File: config.mk
export PLATFORM = sky130hd
export DESIGN_NAME = base64_stream_decoder
export DESIGN_NICKNAME = d
export VERILOG_FILES = /design/src/rtl/core/b64d_pkg.sv /design/src/rtl/core/b64d_front.sv /design/src/rtl/core/b64d_queue.sv /design/src/rtl/core/b64d_back.sv /design/src/rtl/core/base64_stream_decoder.sv
export SDC_FILE = /design/constraint.sdc
export NUM_CORES = 1
export LEC_CHECK = 0
export ABC_AREA = 1
export BUFFER_PORTS_ARGS = -buffer_cell sky130_fd_sc_hd__buf_2
export CAP_MARGIN = 20
export CORE_MARGIN = 2
export CORE_UTILIZATION = 56
export CTS_CLUSTER_DIAMETER = 60
export DETAILED_ROUTE_END_ITERATION = 12
export HOLD_SLACK_MARGIN = 0.03
export PLACE_DENSITY_LB_ADDON = 0.1
export SYNTH_ARGS = -nofsm -noshare
export SYNTH_HDL_FRONTEND = slang
export SYNTH_SLANG_ARGS = --single-unit
File: constraint.sdc
create_clock -name clk -period 2.8 [get_ports clk]
set_input_delay 0.28 -clock clk [delete_from_list [all_inputs] [get_ports clk]]
set_output_delay 0.28 -clock clk [all_outputs]
set_load 0.01 [all_outputs]
File: src/rtl/core/b64d_pkg.sv
// Shared types, constants and the character table of the base64 stream decoder.
`timescale 1ns / 1ps
package b64d_pkg;

    // Pad character that ends a short final group
    localparam logic [7:0] PAD_CHAR = 8'h3D;

    // Default depth of the group queue between front and back
    localparam int QUEUE_DEPTH = 4;

    // One decoded group: up to three bytes and how many of them to release
    typedef struct packed {
        logic [23:0] word;   // byte 0 in the high bits
        logic [1:0]  count;  // results in this group, 1 to 3
        logic        fin;    // last result of the group ends the message
        logic        has;    // 0 for an end-only result
    } group_t;

    // Lenient character map: unmapped bytes and pad give zero
    function automatic logic [5:0] sextet_of(input logic [7:0] c);
        logic [5:0] v;
        v = 6'd0;
        if (c >= 8'h41 && c <= 8'h5A) v = 6'(c - 8'h41);
        else if (c >= 8'h61 && c <= 8'h7A) v = 6'(c - 8'h61 + 8'd26);
        else if (c >= 8'h30 && c <= 8'h39) v = 6'(c - 8'h30 + 8'd52);
        else if (c == 8'h2B || c == 8'h2D || c == 8'h2E) v = 6'd62;
        else if (c == 8'h2F || c == 8'h2C || c == 8'h5F) v = 6'd63;
        return v;
    endfunction

endpackage

File: src/rtl/core/b64d_front.sv
// Front end: accepts characters, keeps the group state and forms decoded groups.
`timescale 1ns / 1ps
module b64d_front (
    input  logic              clk,
    input  logic              rst_n,
    input  logic              push,
    input  logic [7:0]        text_char,
    input  logic              end_of_text,
    input  logic              q_full,
    output logic              grp_valid,
    output b64d_pkg::group_t  grp
);

    logic [1:0]  pos_reg, pos_next;
    logic [17:0] acc_reg, acc_next;
    logic        tpad_reg, tpad_next;

    logic        accept;
    logic        is_pad;
    logic [23:0] full_word;
    logic [23:0] aligned;
    logic [1:0]  fin_count;
    logic        fin_has;

    assign accept    = push && !q_full;
    assign is_pad    = (text_char == b64d_pkg::PAD_CHAR);
    assign full_word = {acc_reg, b64d_pkg::sextet_of(text_char)};

    // Left-align the held sextets so byte 0 sits in the high bits
    always_comb
    begin
        case (pos_reg)
            2'd0:    aligned = {full_word[5:0], 18'd0};
            2'd1:    aligned = {full_word[11:0], 12'd0};
            2'd2:    aligned = {full_word[17:0], 6'd0};
            default: aligned = full_word;
        endcase
    end

    // Byte count of the final group; fin_has low means end-only result
    always_comb
    begin
        fin_has   = 1'b1;
        fin_count = 2'd1;
        case (pos_reg)
            2'd3:    fin_count = !is_pad ? 2'd3 : (tpad_reg ? 2'd1 : 2'd2);
            2'd2:    fin_count = is_pad ? 2'd1 : 2'd2;
            2'd1:    fin_count = 2'd1;
            default: fin_has   = 1'b0;
        endcase
    end

    // Group request towards the queue
    always_comb
    begin
        grp_valid = accept && (end_of_text || pos_reg == 2'd3);
        grp.word  = fin_has || !end_of_text ? aligned : 24'd0;
        grp.count = end_of_text ? fin_count : 2'd3;
        grp.fin   = end_of_text;
        grp.has   = end_of_text ? fin_has : 1'b1;
    end

    // Group state update
    always_comb
    begin
        pos_next  = pos_reg;
        acc_next  = acc_reg;
        tpad_next = tpad_reg;
        if (accept)
        begin
            if (end_of_text || pos_reg == 2'd3)
            begin
                pos_next  = 2'd0;
                acc_next  = 18'd0;
                tpad_next = 1'b0;
            end
            else
            begin
                if (pos_reg == 2'd2)
                    tpad_next = is_pad;
                acc_next = full_word[17:0];
                pos_next = pos_reg + 2'd1;
            end
        end
    end

    always_ff @(posedge clk or negedge rst_n)
    begin
        if (!rst_n)
        begin
            pos_reg  <= 2'd0;
            acc_reg  <= 18'd0;
            tpad_reg <= 1'b0;
        end
        else
        begin
            pos_reg  <= pos_next;
            acc_reg  <= acc_next;
            tpad_reg <= tpad_next;
        end
    end

endmodule

File: src/rtl/core/b64d_queue.sv
// Short queue of decoded groups between the front and back ends.
`timescale 1ns / 1ps
module b64d_queue #(
    parameter int DEPTH = b64d_pkg::QUEUE_DEPTH
) (
    input  logic              clk,
    input  logic              rst_n,
    input  logic              wr_en,
    input  b64d_pkg::group_t  wr_grp,
    input  logic              rd_en,
    output b64d_pkg::group_t  head,
    output logic              q_empty,
    output logic              q_full
);

    localparam int AW = (DEPTH > 1) ? $clog2(DEPTH) : 1;
    localparam int CW = $clog2(DEPTH + 1);

    b64d_pkg::group_t slot_reg [DEPTH];
    logic [AW-1:0] wr_ptr_reg, wr_ptr_next;
    logic [AW-1:0] rd_ptr_reg, rd_ptr_next;
    logic [CW-1:0] cnt_reg, cnt_next;

    assign q_empty = (cnt_reg == '0);
    assign q_full  = (cnt_reg == CW'(DEPTH));
    assign head    = slot_reg[rd_ptr_reg];

    // Pointer and fill count update
    always_comb
    begin
        wr_ptr_next = wr_ptr_reg;
        rd_ptr_next = rd_ptr_reg;
        cnt_next    = cnt_reg;
        if (wr_en)
            wr_ptr_next = (wr_ptr_reg == AW'(DEPTH - 1)) ? '0 : wr_ptr_reg + 1'b1;
        if (rd_en)
            rd_ptr_next = (rd_ptr_reg == AW'(DEPTH - 1)) ? '0 : rd_ptr_reg + 1'b1;
        if (wr_en && !rd_en)
            cnt_next = cnt_reg + 1'b1;
        else if (rd_en && !wr_en)
            cnt_next = cnt_reg - 1'b1;
    end

    always_ff @(posedge clk or negedge rst_n)
    begin
        if (!rst_n)
        begin
            wr_ptr_reg <= '0;
            rd_ptr_reg <= '0;
            cnt_reg    <= '0;
        end
        else
        begin
            wr_ptr_reg <= wr_ptr_next;
            rd_ptr_reg <= rd_ptr_next;
            cnt_reg    <= cnt_next;
        end
    end

    // Slot storage, no reset needed
    always_ff @(posedge clk)
    begin
        if (wr_en)
            slot_reg[wr_ptr_reg] <= wr_grp;
    end

endmodule

File: src/rtl/core/b64d_back.sv
// Back end: walks the head group and releases its bytes one per request.
`timescale 1ns / 1ps
module b64d_back (
    input  logic              clk,
    input  logic              rst_n,
    input  b64d_pkg::group_t  head,
    input  logic              q_empty,
    input  logic              pop,
    output logic              q_pop,
    output logic              empty,
    output logic [7:0]        data_byte,
    output logic              has_data,
    output logic              final_result
);

    logic [1:0] sub_reg, sub_next;
    logic       take;
    logic       last_of_grp;

    assign empty       = q_empty;
    assign take        = pop && !q_empty;
    assign last_of_grp = (sub_reg == head.count - 2'd1);
    assign q_pop       = take && last_of_grp;

    // Byte select within the head group
    always_comb
    begin
        case (sub_reg)
            2'd0:    data_byte = head.word[23:16];
            2'd1:    data_byte = head.word[15:8];
            default: data_byte = head.word[7:0];
        endcase
        has_data     = head.has;
        final_result = head.fin && last_of_grp;
    end

    always_comb
    begin
        sub_next = sub_reg;
        if (take)
            sub_next = last_of_grp ? 2'd0 : sub_reg + 2'd1;
    end

    always_ff @(posedge clk or negedge rst_n)
    begin
        if (!rst_n)
            sub_reg <= 2'd0;
        else
            sub_reg <= sub_next;
    end

endmodule

File: src/rtl/core/base64_stream_decoder.sv
// Top level of the base64 stream decoder: front end, group queue, back end.
// A completed group is written into the queue; its bytes are read at the queue head.
// Throughput: one character per cycle unless full; results leave at one per cycle
// unless empty, one request per byte, set by the byte walker at the queue head.
// full rises only while the group queue holds QUEUE_DEPTH groups.
// Reset (rst_n low, asynchronous) empties the queue and clears the group state.
`timescale 1ns / 1ps
module base64_stream_decoder #(
    parameter int QUEUE_DEPTH = b64d_pkg::QUEUE_DEPTH
) (
    input  logic       clk,
    input  logic       rst_n,
    input  logic       push,
    output logic       full,
    input  logic [7:0] text_char,
    input  logic       end_of_text,
    output logic       empty,
    input  logic       pop,
    output logic [7:0] data_byte,
    output logic       has_data,
    output logic       final_result
);

    b64d_pkg::group_t grp;
    b64d_pkg::group_t head;
    logic             grp_valid;
    logic             q_full;
    logic             q_empty;
    logic             q_pop;

    assign full = q_full;

    b64d_front u_front (
        .clk         (clk),
        .rst_n       (rst_n),
        .push        (push),
        .text_char   (text_char),
        .end_of_text (end_of_text),
        .q_full      (q_full),
        .grp_valid   (grp_valid),
        .grp         (grp)
    );

    b64d_queue #(
        .DEPTH (QUEUE_DEPTH)
    ) u_queue (
        .clk     (clk),
        .rst_n   (rst_n),
        .wr_en   (grp_valid),
        .wr_grp  (grp),
        .rd_en   (q_pop),
        .head    (head),
        .q_empty (q_empty),
        .q_full  (q_full)
    );

    b64d_back u_back (
        .clk          (clk),
        .rst_n        (rst_n),
        .head         (head),
        .q_empty      (q_empty),
        .pop          (pop),
        .q_pop        (q_pop),
        .empty        (empty),
        .data_byte    (data_byte),
        .has_data     (has_data),
        .final_result (final_result)
    );

endmodule
==> key figures, run 1 <==
Worst setup path
  – CP Depth: 13
  – Critical Path AT: 2810 ps
  – Largest delay contributor family on the critical path: adder cells
  – Crit. End Element: flop
  – Worst path max stage delay: 530 ps
  – Worst setup SP type: flop
  – WS Path Type: reg2reg
  – FF-to-FF End: u_queue.cnt_reg[2]
  – Reg-to-Reg Start: u_queue.rd_ptr_reg[0]
  – CP max FO: 10
  – Crit path required time: between 3000 and 4000 ps
  – Crit path cell chain: inv_2, nand2_1, nand3_1, nand2_1, xor2_1, o21ai_1, nand3_2, ha_1, inv_1, fa_1, a21oi_1, o21ai_0, xor2_1
  – Reg2Reg Setup Slack: 270 ps
  – CP Buf/Inv Count: 2
  – Reg2Reg Depth: 13
  – CP max stage cell: dfrtp_1

Global routing
  – Remaining Overflow, GRT: 0
  – GRT Total Usage: 25.68%
  – Initial antenna violation count: 0
  – Global-route wire length before repair: roughly 26 mm
  – Vias in the first global route: ~4900
  – Largest net degree at the start of global routing: 54

STA
  – Slew HR: 51.80%
  – Post-route setup TNS: 0 ps
  – Final period util: around nine tenths
  – Slew @ Worst Pin: just over 700 ps
  – Final Setup Violations: 0
  – F_max: 0.3956 GHz
  – Fin. max-slew vios: 0
  – Final min period: ~2500 ps
  – RSZ-0062 raised after global routing: no
  – Worst Skew: approximately 11 ps
  – Final hold vios: 0

Placement
  – I/O Buffers: 24
  – Dpl cell area: 0.007297 mm²
  – DP Wirelength: 10.43 mm
  – GP Congestion: 0.9528

Final layout
  – Layout net count: 761
  – Layout cells sized above 1: 14.25%
  – Largest register FFs: 112
  – Final instance area: 0.007889 mm²
  – Layout area overhead: 13.99%
  – Diode count: 0

Floorplan
  – # IOs: 25
  – Die Y: between 100 and 150 µm
  – Core area: 0.01206 mm²
  – Initial core utilization: 57.38%
  – Cell row count: 40
  – Die X: 115.2 µm
  – Die Area: 0.01326 mm²

Synthesis
  – Avg Inst Size Synth: 9.957 µm²
  – Syn. warnings: 0
  – Number of enable flip-flop cells after synthesis: about 110
  – Leading post-synthesis cells by cell area: edfxtp_1, dfrtp_1, nand2_1
  – Synthesized net count: 732
  – Post-synthesis async set-or-reset flop share: between 20% and 30%
  – Syn Inst Count: between 600 and 700
  – Synth cell count leaders: edfxtp_1, nand2_1, nor2_1
  – Synth Cell Area: 0.006920 mm²
  – Synth area leader: edfxtp_1
  – Sequential area share after synthesis: 59.45%
  – Synth top area share: between 40% and 50%
  – Distinct cells, synth: 39
  – Count leader, synth: edfxtp_1
  – Flops & latches, synth: 142
  – Top_reg_cell synth: edfxtp_1

Detailed routing
  – Top layer in use: met4
  – # DRC: 0
  – Routed WL per cell: 17.73 µm
  – Routed Antenna Nets: 0
  – DRT iter0 DRCs: 457
  – Met1 wire length: between 7 and 8 mm
  – DR vias: 5156
  – DR WL met2: 7.576 mm
  – WL final: approximately 16 mm
  – Drt pass-1 iters: 5
  – Met3 WL: around 930 µm
  – Vias per cell: 5.697

Clocking
  – Hold buffer count at CTS: 1
  – Longest Clk Path Bufs: 2
  – Clock root cell: clkbuf_16
  – Latest clock arrival within the worst-skew pair: around 420 ps
  – TritonCTS clock tree: yes
  – Post-CTS setup buffer count: 0
  – CTS sink count: 142
  – CTS clk-pin slew, worst paths: 60 ps
  – CTS resizes: 0
  – Cts bufs inserted: 17
  – # H-tree levels: 4

Pwr
  – Sw Pwr: 2883 µW
  – Combinational share of power: 35.9%
  – Sequential power share: a little over a third
  – Power share of the clock group: 27.9%
  – Pwr/cell area: 991.3 mW/mm²
  – Peak VDD IR: 0.0005379 V
  – Internal power: about 4900 µW
  – P_leak: slightly above 0.003 µW
  – Switching share of power: a little under two fifths

Min path
  – Startpoint of the worst hold path: end_of_text
  – Hold Path Class: in2reg
  – WHS Path Cells: 1
  – WHS Endpoint: u_queue.slot_reg[3][1]

Flow run
  – Max-cap violations: 0

Outcome
  – Status: finished, final reports clean
==> power by group through the flow <==
stage	clock network, µW	registers (µW)	logic, µW
floorplan	0	2830	1880
global placement	0	2860	2710
detailed placement	0	2870	2790
CTS	2210	2830	2810
global route	2300	2870	3130
finish	2180	2840	2810
==> per-layer routing <==
metal	GRT usage, %	up-vias
met4	9.719	0
met3	5.482	26
met1	35.55	2479
met2	40.27	176
met5	0	-
li1	-	2475
==> layout by cell type, fill, tap and decap left out, types with 3 or more instances in the layout <==
cell type	Yosys	final
buf_2	5	24
nand2_2	9	9
o21ai_0	79	79
dfrtp_1	30	30
nand3_1	46	46
nor2_2	0	4
edfxtp_1	112	112
nand2_4	4	4
clkinv_4	0	4
buf_12	0	4
clkinv_2	3	9
buf_4	1	12
a21oi_2	3	3
a21oi_1	19	19
inv_2	5	5
nand2_1	108	108
clkbuf_16	0	17
ha_1	23	23
xor2_1	6	6
inv_1	53	53
o21ai_1	10	10
nor2_1	91	87
a221oi_1	6	6
o22ai_1	39	39
==> metrics by stage <==
step,setup WS [ps],util (%),power [µW],hold slack [ps],cells
after floorplan,63.83,-,4716,-15.59,695
after global placement,464.0,60.50,5571,367.9,872
after detailed placement,302.8,60.50,5667,375.0,872
after CTS,271.0,65.40,7858,168.5,905
after global routing,74.41,65.40,8305,180.1,905
final,272.3,65.40,7821,189.8,905
==> area by class of cell <==
class,count,area [µm²]
Fill cell,960,4173
Sequential cell,142,4114
Multi-Input combinational cell,460,2446
Clock buffer,18,439.2
Timing Repair Buffer,41,300.3
Inverter,62,236.5
Tap cell,168,210.2
Clock inverter,14,142.6
==> cell families (layout without fill, tap and decap cells) <==
group / after synthesis / count (layout) / share of synthesized area [%]
mux: 1 / 1 / 0.1627
simple gates: 266 / 266 / 16.58
flops: 142 / 142 / 59.45
fa+ha+maj: 24 / 24 / 4.448
compound gates: 162 / 162 / 13.13
buf+inv: 93 / 135 / 5.352
xor+xnor: 7 / 7 / 0.8859
==> worst max-delay path by stage <==
stage	start	to
final	u_queue.rd_ptr_reg[0]	u_queue.cnt_reg[2]
after global routing	u_queue.rd_ptr_reg[0]	u_queue.cnt_reg[2]
after CTS	u_queue.rd_ptr_reg[0]	u_queue.cnt_reg[2]
after detailed placement	u_queue.rd_ptr_reg[0]	u_queue.cnt_reg[2]
after global placement	u_queue.rd_ptr_reg[0]	u_queue.cnt_reg[2]
after floorplan	u_queue.cnt_reg[0]	u_queue.slot_reg[3][0]
Note: power is estimated with default switching activity, not from simulation.
==> run 2: changes to the inputs <==
- CORE_ASPECT_RATIO: not set -> 1.25
==> key figures, run 2 (synthesized netlist as in run 1, its figures left out) <==
STA
  – Post-route setup TNS: 0 ps (unchanged)
  – Final period util: 89.29% (-0.98 points)
  – Fin worst setup slack: 299.8 ps (+27.49 ps)
  – Fin. max-slew vios: 0 (unchanged)
  – F_max: 0.4000 GHz (+1.1%)
  – RSZ-0062 raised after global routing: no
  – Worst Skew: 15.03 ps (+3.879 ps)
  – Final Setup Violations: 0 (unchanged)
  – Final min period: 2500 ps (-27.49 ps)
  – Slew HR: 53.25% (+1.5 points)
  – Slew @ Worst Pin: 701.2 ps (-21.81 ps)
  – Final hold vios: 0 (unchanged)

Final layout
  – Fin util: 65.30% (-0.10 points)
  – Diode count: 0 (unchanged)
  – Largest register FFs: 112 (unchanged)
  – Layout cells sized above 1: 13.86% (-0.39 points)
  – Final instance area: 0.007905 mm² (+0.21%)
  – Multi-input logic area: 0.002446 mm² (unchanged)
  – Register Area: 0.004114 mm² (unchanged)
  – Final Non-Filler Cells: 900 (-0.55%)
  – Most frequent cells in the layout: edfxtp_1, nand2_1, nor2_1, o21ai_0, inv_1
  – Layout net count: 760 (-0.13%)
  – FILL cells: 969 (+0.94%)
  – Most common cell after layout, fill and taps aside: edfxtp_1
  – Layout area overhead: 14.23%

Detailed routing
  – DR vias: 5140 (-0.31%)
  – Routed WL per cell: 17.71 µm (about the same)
  – Routed Antenna Nets: 0 (unchanged)
  – WL final: 15.94 mm (-0.64%)
  – Vias per cell: 5.711 (+0.24%)
  – # DRC: 0 (unchanged)
  – DRT iter0 DRCs: 461 (+0.88%)
  – Drt pass-1 iters: 5 (unchanged)

Floorplan
  – Initial core utilization: 57.17% (-0.21 points)
  – Cell row count: 45 (+13%)
  – Die X: 103.4 µm (-10%)
  – # IOs: 25 (unchanged)
  – Die Y: 128.3 µm (+11%)
  – Die Area: 0.01327 mm² (about the same)
  – Core area: 0.01211 mm² (+0.36%)

Pwr
  – P_leak: 0.003097 µW (about the same)
  – Peak VDD IR: 0.0005600 V (+4.1%)
  – Pwr/cell area: 1006 mW/mm² (+1.4%)

Worst setup path
  – CP max FO: 54 (+44)
  – Crit. End Element: output port
  – Reg-to-Reg Start: u_queue.rd_ptr_reg[0]
  – Critical Path AT: 2220 ps (-590 ps)
  – CP startpoint: u_queue.rd_ptr_reg[0]
  – WS Path Type: reg2out
  – Crit path required time: 2520 ps (-570 ps)
  – Worst setup SP type: flop

Clocking
  – TritonCTS clock tree: yes
  – Cts bufs inserted: 17 (unchanged)
  – CTS sink count: 142 (unchanged)
  – Latest clock arrival within the worst-skew pair: 420 ps (about the same)
  – Longest Clk Path Bufs: 2 (unchanged)
  – CTS resizes: 0 (unchanged)
  – # H-tree levels: 4 (unchanged)
  – CTS clk-pin slew, worst paths: 60 ps (about the same)
  – Clock root cell: clkbuf_16

Placement
  – Post-placement setup slack: 498.2 ps (+195.4 ps)
  – DP Wirelength: 10.44 mm (+0.15%)
  – Inst Count DP: 867 (-0.57%)
  – Dpl cell area: 0.007284 mm² (-0.17%)
  – GP Congestion: 0.9542 (+0.15%)
  – I/O Buffers: 24 (unchanged)

Global routing
  – Initial antenna violation count: 0 (unchanged)
  – Largest net degree at the start of global routing: 55 (+1.9%)
  – GRT Total Usage: 25.60% (-0.084 points)
  – Remaining Overflow, GRT: 0 (unchanged)
  – Vias in the first global route: 4899 (-0.43%)
  – Global-route wire length before repair: 25.47 mm (-0.19%)

Flow run
  – Max-cap violations: 0 (unchanged)

Min path
  – Startpoint of the worst hold path: end_of_text
  – Hold Path Class: in2reg

Outcome
  – Status: finished, final reports clean
[run 2: layout make-up]
class | count | share of cell area, %
Tap cell | 164 | 2.596
Multi-Input combinational cell | 460 | 30.94
Clock buffer | 18 | 5.429
Sequential cell | 142 | 52.04
Inverter | 62 | 2.991
Clock inverter | 14 | 2.295
Timing Repair Buffer | 40 | 3.704
[run 2: final timing paths]
| kind | to | slack, ps | cells after the start |
|---|---|---|---|
| min in group asynchronous | u_queue.cnt_reg[0] | 440 | 2 |
| max in group asynchronous | u_front.acc_reg[17] | 1890 | 2 |
| worst max-delay path | data_byte[3] | 300 | 6 |
| worst max register to register | u_queue.cnt_reg[2] | 470 | 13 |
| worst min-delay path | u_queue.slot_reg[1][1] | 190 | 1 |
| worst min register to register | u_front.acc_reg[15] | 490 | 2 |
[run 2: worst max-delay path, stage by stage (launching register included)]
cell	delay (ps)
dfrtp_1	460
buf_4	520
o21ai_0	210
o22ai_1	200
nand2_1	80
nand3_1	140
buf_2	150
[run 2: stage by stage]
stage          hold slack, ps  power, µW
2_1_floorplan          -15.59       4716
3_3_place_gp            358.6       5591
3_5_place_dp            365.4       5678
4_1_cts                 183.3       7987
5_1_grt                 192.5       8459
6_report                193.4       7949
[run 2: power breakdown]
| group | internal (µW) | switching, µW | total [µW] |
|---|---|---|---|
| logic | 910 | 1910 | 2820 |
| registers | 2690 | 134 | 2820 |
| clock network | 1420 | 892 | 2310 |
| total | 5020 | 2930 | 7950 |
[run 2: routing by layer]
| layer | global-route usage, % | share of wire [%] | vias up |
|---|---|---|---|
| met3 | 4.689 | 5.5 | 22 |
| met1 | 35.53 | 42 | 2462 |
| met2 | 41.21 | 51 | 188 |
| met5 | 0 | 0 | - |
| met4 | 7.430 | 1.4 | 0 |
| li1 | - | - | 2468 |
[run 2: repair_timing]
item | CTS | global route
setup buffers | 0 | 0
hold endpoints to repair | 30 | 0
hold buffers | 1 | 0
setup endpoints to repair | 0 | 0
